File: config.mk
export PLATFORM = sky130hd
export DESIGN_NAME = uyvy_downscale_to_bgr_unit
export DESIGN_NICKNAME = d
export VERILOG_FILES = /design/src/rtl/uyvbgr_pkg.sv /design/src/rtl/uyvbgr_convert.sv /design/src/rtl/uyvy_downscale_to_bgr_unit.sv
export SDC_FILE = /design/constraint.sdc
export NUM_CORES = 1
export LEC_CHECK = 0
export BUFFER_PORTS_ARGS = -buffer_cell sky130_fd_sc_hd__buf_2
export CAP_MARGIN = 20
export CORE_MARGIN = 2
export CORE_UTILIZATION = 40
export CTS_CLUSTER_SIZE = 16
export DETAILED_ROUTE_END_ITERATION = 10
export GPL_TIMING_DRIVEN = 0
export SLEW_MARGIN = 20
export SYNTH_ARGS = -nofsm -noshare
export SYNTH_HDL_FRONTEND = slang
export SYNTH_SLANG_ARGS = --single-unit
File: constraint.sdc
create_clock -name aclk -period 10.3 [get_ports aclk]
set_input_delay 1.545 -clock aclk [delete_from_list [all_inputs] [get_ports aclk]]
set_output_delay 1.545 -clock aclk [all_outputs]
set_load 0.01 [all_outputs]
File: src/rtl/uyvbgr_pkg.sv
// Shared types and constants for the UYVY downscale to BGR unit.
package uyvbgr_pkg;

    localparam int unsigned WORD_W  = 32;
    localparam int unsigned CHAN_W  = 8;
    localparam int unsigned SUM_W   = CHAN_W + 2;

    // byte lanes of a UYVY macropixel word
    localparam int unsigned LANE_U  = 0;
    localparam int unsigned LANE_Y0 = 1;
    localparam int unsigned LANE_V  = 2;
    localparam int unsigned LANE_Y1 = 3;

    localparam logic [CHAN_W:0] Y_OFFSET  = 9'd16;
    localparam logic [CHAN_W:0] UV_OFFSET = 9'd128;
    localparam logic [CHAN_W-1:0] CHAN_MAX = 8'd255;

    // coefficients in thousandths
    localparam int unsigned MILLI_Y  = 1164;
    localparam int unsigned MILLI_VR = 1596;
    localparam int unsigned MILLI_VG = 813;
    localparam int unsigned MILLI_UG = 392;
    localparam int unsigned MILLI_UB = 2017;

    typedef enum logic [1:0] {
        PH_M0 = 2'd0,
        PH_M1 = 2'd1,
        PH_M2 = 2'd2
    } phase_t;

    typedef struct packed {
        logic [CHAN_W-1:0] v;
        logic [CHAN_W-1:0] u;
        logic [CHAN_W-1:0] y;
    } yuv_t;

    typedef struct packed {
        logic [CHAN_W-1:0] red;
        logic [CHAN_W-1:0] green;
        logic [CHAN_W-1:0] blue;
    } bgr_t;

endpackage

File: src/rtl/uyvbgr_convert.sv
// BT.601 fixed-point YUV to BGR conversion with floor and clamp.
module uyvbgr_convert
    import uyvbgr_pkg::*;
#(
    parameter int unsigned COEF_FRAC_BITS = 12
) (
    input  yuv_t yuv,
    output bgr_t bgr
);

    localparam int unsigned ACC_W = COEF_FRAC_BITS + 11;
    localparam int unsigned Q_W   = ACC_W - COEF_FRAC_BITS;

    localparam logic signed [ACC_W-1:0] K_Y  =
        ACC_W'(((MILLI_Y  << COEF_FRAC_BITS) + 500) / 1000);
    localparam logic signed [ACC_W-1:0] K_VR =
        ACC_W'(((MILLI_VR << COEF_FRAC_BITS) + 500) / 1000);
    localparam logic signed [ACC_W-1:0] K_VG =
        ACC_W'(((MILLI_VG << COEF_FRAC_BITS) + 500) / 1000);
    localparam logic signed [ACC_W-1:0] K_UG =
        ACC_W'(((MILLI_UG << COEF_FRAC_BITS) + 500) / 1000);
    localparam logic signed [ACC_W-1:0] K_UB =
        ACC_W'(((MILLI_UB << COEF_FRAC_BITS) + 500) / 1000);

    logic signed [CHAN_W:0]  y_s, u_s, v_s;
    logic signed [ACC_W-1:0] y_x, u_x, v_x;
    logic signed [ACC_W-1:0] acc_b, acc_g, acc_r;

    function automatic logic [CHAN_W-1:0] clamp_chan(input logic signed [ACC_W-1:0] acc);
        logic [Q_W-1:0] q;
        q = acc[ACC_W-1:COEF_FRAC_BITS];
        if (acc[ACC_W-1]) begin
            return '0;
        end else if (|q[Q_W-1:CHAN_W]) begin
            return CHAN_MAX;
        end else begin
            return q[CHAN_W-1:0];
        end
    endfunction

    always_comb begin
        y_s = $signed({1'b0, yuv.y} - Y_OFFSET);
        u_s = $signed({1'b0, yuv.u} - UV_OFFSET);
        v_s = $signed({1'b0, yuv.v} - UV_OFFSET);
        y_x = ACC_W'(y_s);
        u_x = ACC_W'(u_s);
        v_x = ACC_W'(v_s);
        acc_b = K_Y * y_x + K_UB * u_x;
        acc_g = K_Y * y_x - K_UG * u_x - K_VG * v_x;
        acc_r = K_Y * y_x + K_VR * v_x;
        bgr.blue  = clamp_chan(acc_b);
        bgr.green = clamp_chan(acc_g);
        bgr.red   = clamp_chan(acc_r);
    end

endmodule

File: src/rtl/uyvy_downscale_to_bgr_unit.sv
// Top level: UYVY line-pair downscale to BGR pixels.
//
//  channel | dir | tdata                                 | tuser
//  s_      | in  | [31:0] upper_word, [63:32] lower_word  | [0] line_start
//  m_      | out | [7:0] blue, [15:8] green, [23:16] red  | -
//
// One input word per cycle while s_tready is high.
// Stage 1 registers the four-sample averages, stage 2 the BGR result.
// Groups of three words give two pixels; the first word of a group gives none.
// aresetn clears the held words, the grouping phase and both valid flags.
// A stall on m_ backs up through both stages to s_tready.
module uyvy_downscale_to_bgr_unit
    import uyvbgr_pkg::*;
#(
    parameter int unsigned COEF_FRAC_BITS = 12
) (
    input  logic        aclk,
    input  logic        aresetn,
    input  logic        s_tvalid,
    output logic        s_tready,
    input  logic [63:0] s_tdata,   // upper_word, lower_word
    input  logic [0:0]  s_tuser,   // line_start
    output logic        m_tvalid,
    input  logic        m_tready,
    output logic [23:0] m_tdata    // blue, green, red
);

    logic [WORD_W-1:0] held_upper_reg, held_upper_next;
    logic [WORD_W-1:0] held_lower_reg, held_lower_next;
    phase_t            phase_reg, phase_next;
    logic              st_valid_reg, st_valid_next;
    yuv_t              st_yuv_reg, st_yuv_next;
    logic              out_valid_reg, out_valid_next;
    bgr_t              out_bgr_reg, out_bgr_next;

    logic [WORD_W-1:0] up_word, lo_word;
    logic              s_acc, st_ready, out_ready;
    phase_t            eff_phase;
    logic              pix_valid;
    logic [1:0]        ylane;
    yuv_t              avg;
    bgr_t              conv_bgr;

    function automatic logic [CHAN_W-1:0] lane(input logic [WORD_W-1:0] w,
                                               input logic [1:0] pos);
        return w[pos*CHAN_W +: CHAN_W];
    endfunction

    function automatic logic [CHAN_W-1:0] avg4(input logic [CHAN_W-1:0] a, b, c, d);
        logic [SUM_W-1:0] s;
        s = SUM_W'(a) + SUM_W'(b) + SUM_W'(c) + SUM_W'(d);
        return s[SUM_W-1:2];
    endfunction

    assign up_word   = s_tdata[WORD_W-1:0];
    assign lo_word   = s_tdata[2*WORD_W-1:WORD_W];
    assign out_ready = !out_valid_reg || m_tready;
    assign st_ready  = !st_valid_reg || out_ready;
    assign s_tready  = st_ready;
    assign s_acc     = s_tvalid && st_ready;

    uyvbgr_convert #(
        .COEF_FRAC_BITS(COEF_FRAC_BITS)
    ) u_convert (
        .yuv(st_yuv_reg),
        .bgr(conv_bgr)
    );

    always_comb begin
        eff_phase = s_tuser[0] ? PH_M0 : phase_reg;
        unique case (eff_phase)
            PH_M1: begin
                pix_valid  = 1'b1;
                ylane      = 2'(LANE_Y0);
                phase_next = PH_M2;
            end
            PH_M2: begin
                pix_valid  = 1'b1;
                ylane      = 2'(LANE_Y1);
                phase_next = PH_M0;
            end
            default: begin
                pix_valid  = 1'b0;
                ylane      = 2'(LANE_Y0);
                phase_next = PH_M1;
            end
        endcase

        avg.u = avg4(lane(held_upper_reg, 2'(LANE_U)), lane(held_lower_reg, 2'(LANE_U)),
                     lane(up_word, 2'(LANE_U)), lane(lo_word, 2'(LANE_U)));
        avg.v = avg4(lane(held_upper_reg, 2'(LANE_V)), lane(held_lower_reg, 2'(LANE_V)),
                     lane(up_word, 2'(LANE_V)), lane(lo_word, 2'(LANE_V)));
        avg.y = avg4(lane(held_upper_reg, ylane), lane(held_lower_reg, ylane),
                     lane(up_word, ylane), lane(lo_word, ylane));

        held_upper_next = held_upper_reg;
        held_lower_next = held_lower_reg;
        st_valid_next   = st_valid_reg;
        st_yuv_next     = st_yuv_reg;
        if (s_acc) begin
            held_upper_next = up_word;
            held_lower_next = lo_word;
            st_valid_next   = pix_valid;
            st_yuv_next     = avg;
        end else begin
            if (out_ready) begin
                st_valid_next = 1'b0;
            end
            phase_next = phase_reg;
        end

        out_valid_next = out_valid_reg;
        out_bgr_next   = out_bgr_reg;
        if (out_ready) begin
            out_valid_next = st_valid_reg;
            out_bgr_next   = conv_bgr;
        end
    end

    always_ff @(posedge aclk) begin
        if (!aresetn) begin
            held_upper_reg <= '0;
            held_lower_reg <= '0;
            phase_reg      <= PH_M0;
            st_valid_reg   <= 1'b0;
            out_valid_reg  <= 1'b0;
        end else begin
            held_upper_reg <= held_upper_next;
            held_lower_reg <= held_lower_next;
            phase_reg      <= phase_next;
            st_valid_reg   <= st_valid_next;
            out_valid_reg  <= out_valid_next;
        end
    end

    always_ff @(posedge aclk) begin
        st_yuv_reg  <= st_yuv_next;
        out_bgr_reg <= out_bgr_next;
    end

    assign m_tvalid = out_valid_reg;
    assign m_tdata  = out_bgr_reg;

    a_first_word_no_pixel: assert property (@(posedge aclk) disable iff (!aresetn)
        s_acc && (s_tuser[0] || phase_reg == PH_M0) |=> !st_valid_reg)
        else $error("first word of a group produced a pixel");

    a_line_start_phase: assert property (@(posedge aclk) disable iff (!aresetn)
        s_acc && s_tuser[0] |=> phase_reg == PH_M1)
        else $error("line start did not restart grouping");

    a_mid_word_pixel: assert property (@(posedge aclk) disable iff (!aresetn)
        s_acc && !s_tuser[0] && (phase_reg == PH_M1 || phase_reg == PH_M2)
        |=> st_valid_reg)
        else $error("group word lost its pixel");

    a_out_from_stage: assert property (@(posedge aclk) disable iff (!aresetn)
        $rose(out_valid_reg) |-> $past(st_valid_reg))
        else $error("output word without a staged pixel");

endmodule
==> Word-level counts from Yosys, hierarchy flattened <==
Index checks and enable logic that the tools add are counted.
{ "word_totals": {"elab_cells": 57, "input_bits": 69, "output_inout_bits": 26, "regBits": 116} }
{ "op_classes": {"n_shift": 4, "mux": 9, "n_reduce_logical": 10, "eq_ne": 2, "add_sub_neg": 16, "n_mul": 5} }
{ "ops": {"columns": ["cell", "count"], "rows": [
  ["32-bit by 6-bit variable part select with 8-bit output", 4],
  ["23-bit adder", 2],
  ["23-bit subtractor", 2],
  ["10-bit by 8-bit adder with 10-bit output", 3],
  ["9-bit by 8-bit adder with 10-bit output", 3],
  ["8-bit by 8-bit adder with 9-bit output", 3],
  ["8-bit two-way mux", 3],
  ["14-bit by 9-bit multiplier with 23-bit output, first input constant", 1],
  ["14-bit by 9-bit multiplier with 22-bit output, first input constant", 1],
  ["12-bit by 9-bit multiplier with 21-bit output, first input constant", 1],
  ["11-bit by 9-bit multiplier with 20-bit output, first input constant", 1],
  ["9-bit by 9-bit multiplier with 18-bit output, first input constant", 1],
  ["8-bit by 8-bit subtractor with 9-bit output, second input constant", 2],
  ["3-bit OR reduction", 3],
  ["8-bit by 5-bit subtractor with 9-bit output, second input constant", 1],
  ["2-bit two-way mux", 2],
  ["2-bit case mux with 2 select lines", 1],
  ["1-bit two-way mux", 3],
  ["2-bit by 1-bit equality test with 1-bit output, second input constant", 1],
  ["2-bit equality test, second input constant", 1],
  ["1-bit logical NOT", 2],
  ["1-bit logical OR", 2],
  ["2-bit nonzero test", 1],
  ["2-bit OR reduction", 1],
  ["1-bit logical AND", 1]
]} }

==> Longest topological paths before layout <==
{ "depth": {"word_depth": 7, "depth_mapped": 30, "mapped_depth_nobuf": 30} }

==> Hierarchy <==
Synthesis repeated with hierarchy kept, for this count alone.
{ "hier_totals": {"cells_unflattened": 1585, "area_unflattened_um2": 14885.5} }
{ "by_module_without_submodules": {"columns": ["module", "cells_each", "n_inst", "area_each_um2", "seq_area_each_um2"], "rows": [
  ["uyvbgr_convert", 963, 1, 8469.4, 0.0],
  ["uyvy_downscale_to_bgr_unit", 622, 1, 6416.2, 2802.7]
]} }

==> Worst setup path before layout <==
OpenSTA, ideal clock, no wires.
{ "synth_timing": {"path_type": "reg-to-reg", "start": "register st_yuv_reg[4] (netlist bit)", "end": "register out_bgr_reg (netlist bit m_tdata[16]) (data pin)", "n_path_buf": 1, "setup_slack_ns": 2.851, "setup_time_ns": 0.131, "arrival_ns": 7.318, "t_required_ns": 10.169, "period_less_slack_ns": 7.449, "path_stages_with_launch": 28, "cell_sequence": "edfxtp_1 -> inv_1 -> ha_1 -> or3b_1 -> buf_2 -> inv_1 -> ha_1 -> ha_1 -> fa_1 -> fa_1 -> ha_1 -> ha_1 -> a21oi_1 -> xnor2_1 -> ha_1 -> inv_1 -> fa_1 -> fa_1 -> inv_1 -> ha_1 -> a21o_1 -> a21o_1 -> a22o_1 -> a21o_1 -> or4_1 -> nand2_1 -> mux2i_1 -> o21a_1"} }
{ "synth_via": {"elab_chain_cells": 5} }
{ "synth_lines": {"columns": ["element", "line_no", "text"], "rows": [
  ["from (decl)", "uyvy_downscale_to_bgr_unit.sv:32", "yuv_t st_yuv_reg, st_yuv_next;"],
  ["from (signal assigned)", "uyvy_downscale_to_bgr_unit.sv:137", "st_yuv_reg <= st_yuv_next;"],
  ["8-bit by 5-bit subtractor with 9-bit output *", "uyvbgr_convert.sv:42", "y_s = $signed({1'b0, yuv.y} - Y_OFFSET);"],
  ["9-bit by 9-bit multiplier with 18-bit output *", "uyvbgr_convert.sv:50", "acc_r = K_Y * y_x + K_VR * v_x;"],
  ["23-bit adder *", "uyvbgr_convert.sv:50", null],
  ["3-bit OR reduction", "uyvbgr_convert.sv:34", "end else if (|q[Q_W-1:CHAN_W]) begin"],
  ["8-bit two-way mux", "uyvbgr_convert.sv:34", null],
  ["to (signal assigned)", "uyvy_downscale_to_bgr_unit.sv:138", "out_bgr_reg <= out_bgr_next;"],
  ["to (decl)", "uyvy_downscale_to_bgr_unit.sv:34", "bgr_t out_bgr_reg, out_bgr_next;"]
]} }
Mark *: on every way between the ends. The rest lies on a longest branch, timed or not.
A chain may end at the register's enable or synchronous reset.

==> Final worst setup path <==
{ "layout_timing": {"start": "register st_yuv_reg[4] (netlist bit)", "end": "register out_bgr_reg (netlist bit m_tdata[18]) (data pin)"} }
The elaborated chain is that of the path after synthesis.

==> results by group <==
Outcome
  • Outcome: completed

Final layout
  • Share of cells above drive strength 1: 9.46%
  • Non-Filler Instances: 2110
  • # diodes: 0
  • Post-layout nets: 2135
  • Layout Utilization: 45.5%
  • FILL cells: 3480
  • Commonest non-fill, non-tap cell in the layout: ha_1
  • Synth-to-layout area growth: 11.5%
  • Most frequent cells in the layout: ha_1, inv_1, nand2_1

Route
  • TritonRoute pass-1 iters: 4
  • Via count: 10.4k
  • WL per Instance: 15.2 um
  • DRT iter0 DRCs: 378
  • Final WL: 32000 um
  • Drt drc: 0
  • Vias per cell: 4.94
  • Post-route ant nets: 0

CTS
  • Cts repair resizes: 0
  • Clock buffer count from CTS: 17
  • Reg clk slew, reported paths: 70 ps
  • Hold buffer count at CTS: 0
  • TritonCTS clock tree: built
  • Setup Buffers After CTS: 0
  • Max Buffers Root-to-Sink: 2
  • H-tree depth: 4
  • Clock Sinks: 116
  • Clock Latency Late Sink: 460 ps
  • CTS root buffer: clkbuf_16

Synthesis
  • Number of enable flip-flop cells after synthesis: 48
  • Biggest area consumer among synthesized cells: ha_1
  • Synthesized cell area: 14600 um2
  • Share of the synthesized area in the top cell type: 25.8%
  • Syn_area_per_cell: 9.57 um2
  • Share of synthesized registers carrying an async set or reset: 0%
  • Cell variety after synth: 56
  • Synth area leaders: ha_1, fa_1, edfxtp_1
  • Synth Flop Type: dfxtp_1
  • Synth warnings: 0
  • Sequential-to-total area share from yosys stat: 19.2%
  • Yosys reg bits: 116
  • Syn Inst Count: 1523
  • Mapped Nets: 2022

Floorplanning
  • Initial Util: 40.8%
  • Die H: 195 um
  • Die area: 38000 um2
  • Die Width: 195 um
  • Core area: 35700 um2
  • Rows: 69
  • Top Ports: 95

Worst setup path
  • Worst setup EP type: register
  • CP arrival: 8690 ps
  • CP max stage delay: 580 ps
  • Startpoint types: register
  • CP Class: reg2reg
  • Worst path required time: 10610 ps
  • CP most frequent cell: ha_1
  • Crit path max fanout: 8
  • CP max stage cell: xnor2_1

STA
  • Max Fclk: 119 MHz
  • Relative slew margins: 30.1%
  • Max Slew Vio Count: 0
  • Crit path time final: 8380 ps
  • Hold Vio Cnt, Final: 0
  • Actual slew at the worst max-slew pin: 1050 ps
  • Setup_tns: 0 ps
  • RSZ-0062 raised after global routing: no
  • Skew final: 15.6 ps
  • Worst hold margin: 463 ps
  • Final Setup Violations: 0
  • Final period util: 81.4%

Global routing
  • GR Util All Layers: 17.6%
  • Global-route wire length before repair: 52700 um
  • Largest net degree at the start of global routing: 30
  • Initial antenna violation count: 2
  • GRT overflow: 0
  • Number of global-route vias before repair: 10.5k

Run
  • Number of max-cap violations: 0

Placement
  • GP Congestion: 0.821
  • Port Buf Inserts: 93
  • Hpwl dp: 27000 um
  • Placed Cells: 2078

Worst hold path
  • Tightest Hold Check Type: reg2reg
metrics by stage:
step                      setup slack (ps)  cell area, um2
after global placement                2010           15600
final                                 1920           16300
after floorplan                       2850           14600
after global routing                  1460           16300
after CTS                             1850           16300
after detailed placement              1910           15600
cells in the mapped netlist, types with 24 or more instances:
cell	instances
ha_1	301
inv_1	263
nand2_1	166
fa_1	129
a21boi_0	70
dfxtp_1	68
xnor2_1	52
a21oi_1	49
edfxtp_1	48
nor2_1	41
xor2_1	35
o21ai_0	34
o21a_1	31
a21o_1	30
clkbuf_1	24
final timing paths:
kind | from | to | slack, ps | depth (start not counted)
max | st_yuv_reg[4]$_DFFE_PP_ | m_tdata[18]$_SDFFCE_PP0P_ | 1920 | 27
min | held_upper_reg[8]$_SDFFE_PN0P_ | held_upper_reg[8]$_SDFFE_PN0P_ | 460 | 2
max reg2reg | st_yuv_reg[4]$_DFFE_PP_ | m_tdata[18]$_SDFFCE_PP0P_ | 1920 | 27
min reg2reg | held_upper_reg[8]$_SDFFE_PN0P_ | held_upper_reg[8]$_SDFFE_PN0P_ | 460 | 2
worst max-delay path: cells and delay by family (launching register included):
family,cells,cell delay [ps]
AOI/OAI and AO/OA,6,1120
xor gates and xnor gates,1,580
adders and majority gates,11,4110
buffers and inverters,5,650
DFF,1,380
muxes,1,520
and+or+nand+nor,3,870
area by class of cell:
class	instances	area (um2)	area share, %
tap	461	577	3.55
inverter	263	987	6.07
sequential	116	2800	17.2
multi-input combinational	1118	10700	65.8
timing repair buffer	94	485	2.99
clock inverter	15	185	1.14
buffer	26	100	0.616
clock buffer	17	425	2.62
routing by layer:
metal,track usage [%],up-vias,wire length [um],part of all wire (%)
met5,0,-,26,0.081
met4,4.61,4,425,1.3
met3,3.12,24,1010,3.2
met2,29.6,140,15000,47
met1,23.3,4927,15500,49
li1,-,5326,-,-
cells by family after synthesis:
logic type / Yosys count / synth area share [%]
AOI/OAI and AO/OA: 265 / 12.4
xor gates and xnor gates: 90 / 5.56
adders and majority gates: 430 / 43.6
buffers and inverters: 289 / 7.45
DFF: 116 / 19.2
muxes: 36 / 2.58
and+or+nand+nor: 297 / 9.18
Power is left out: the tool's default activity adds up to more than one toggle a clock period on the data nets, which glitch-free logic cannot reach.
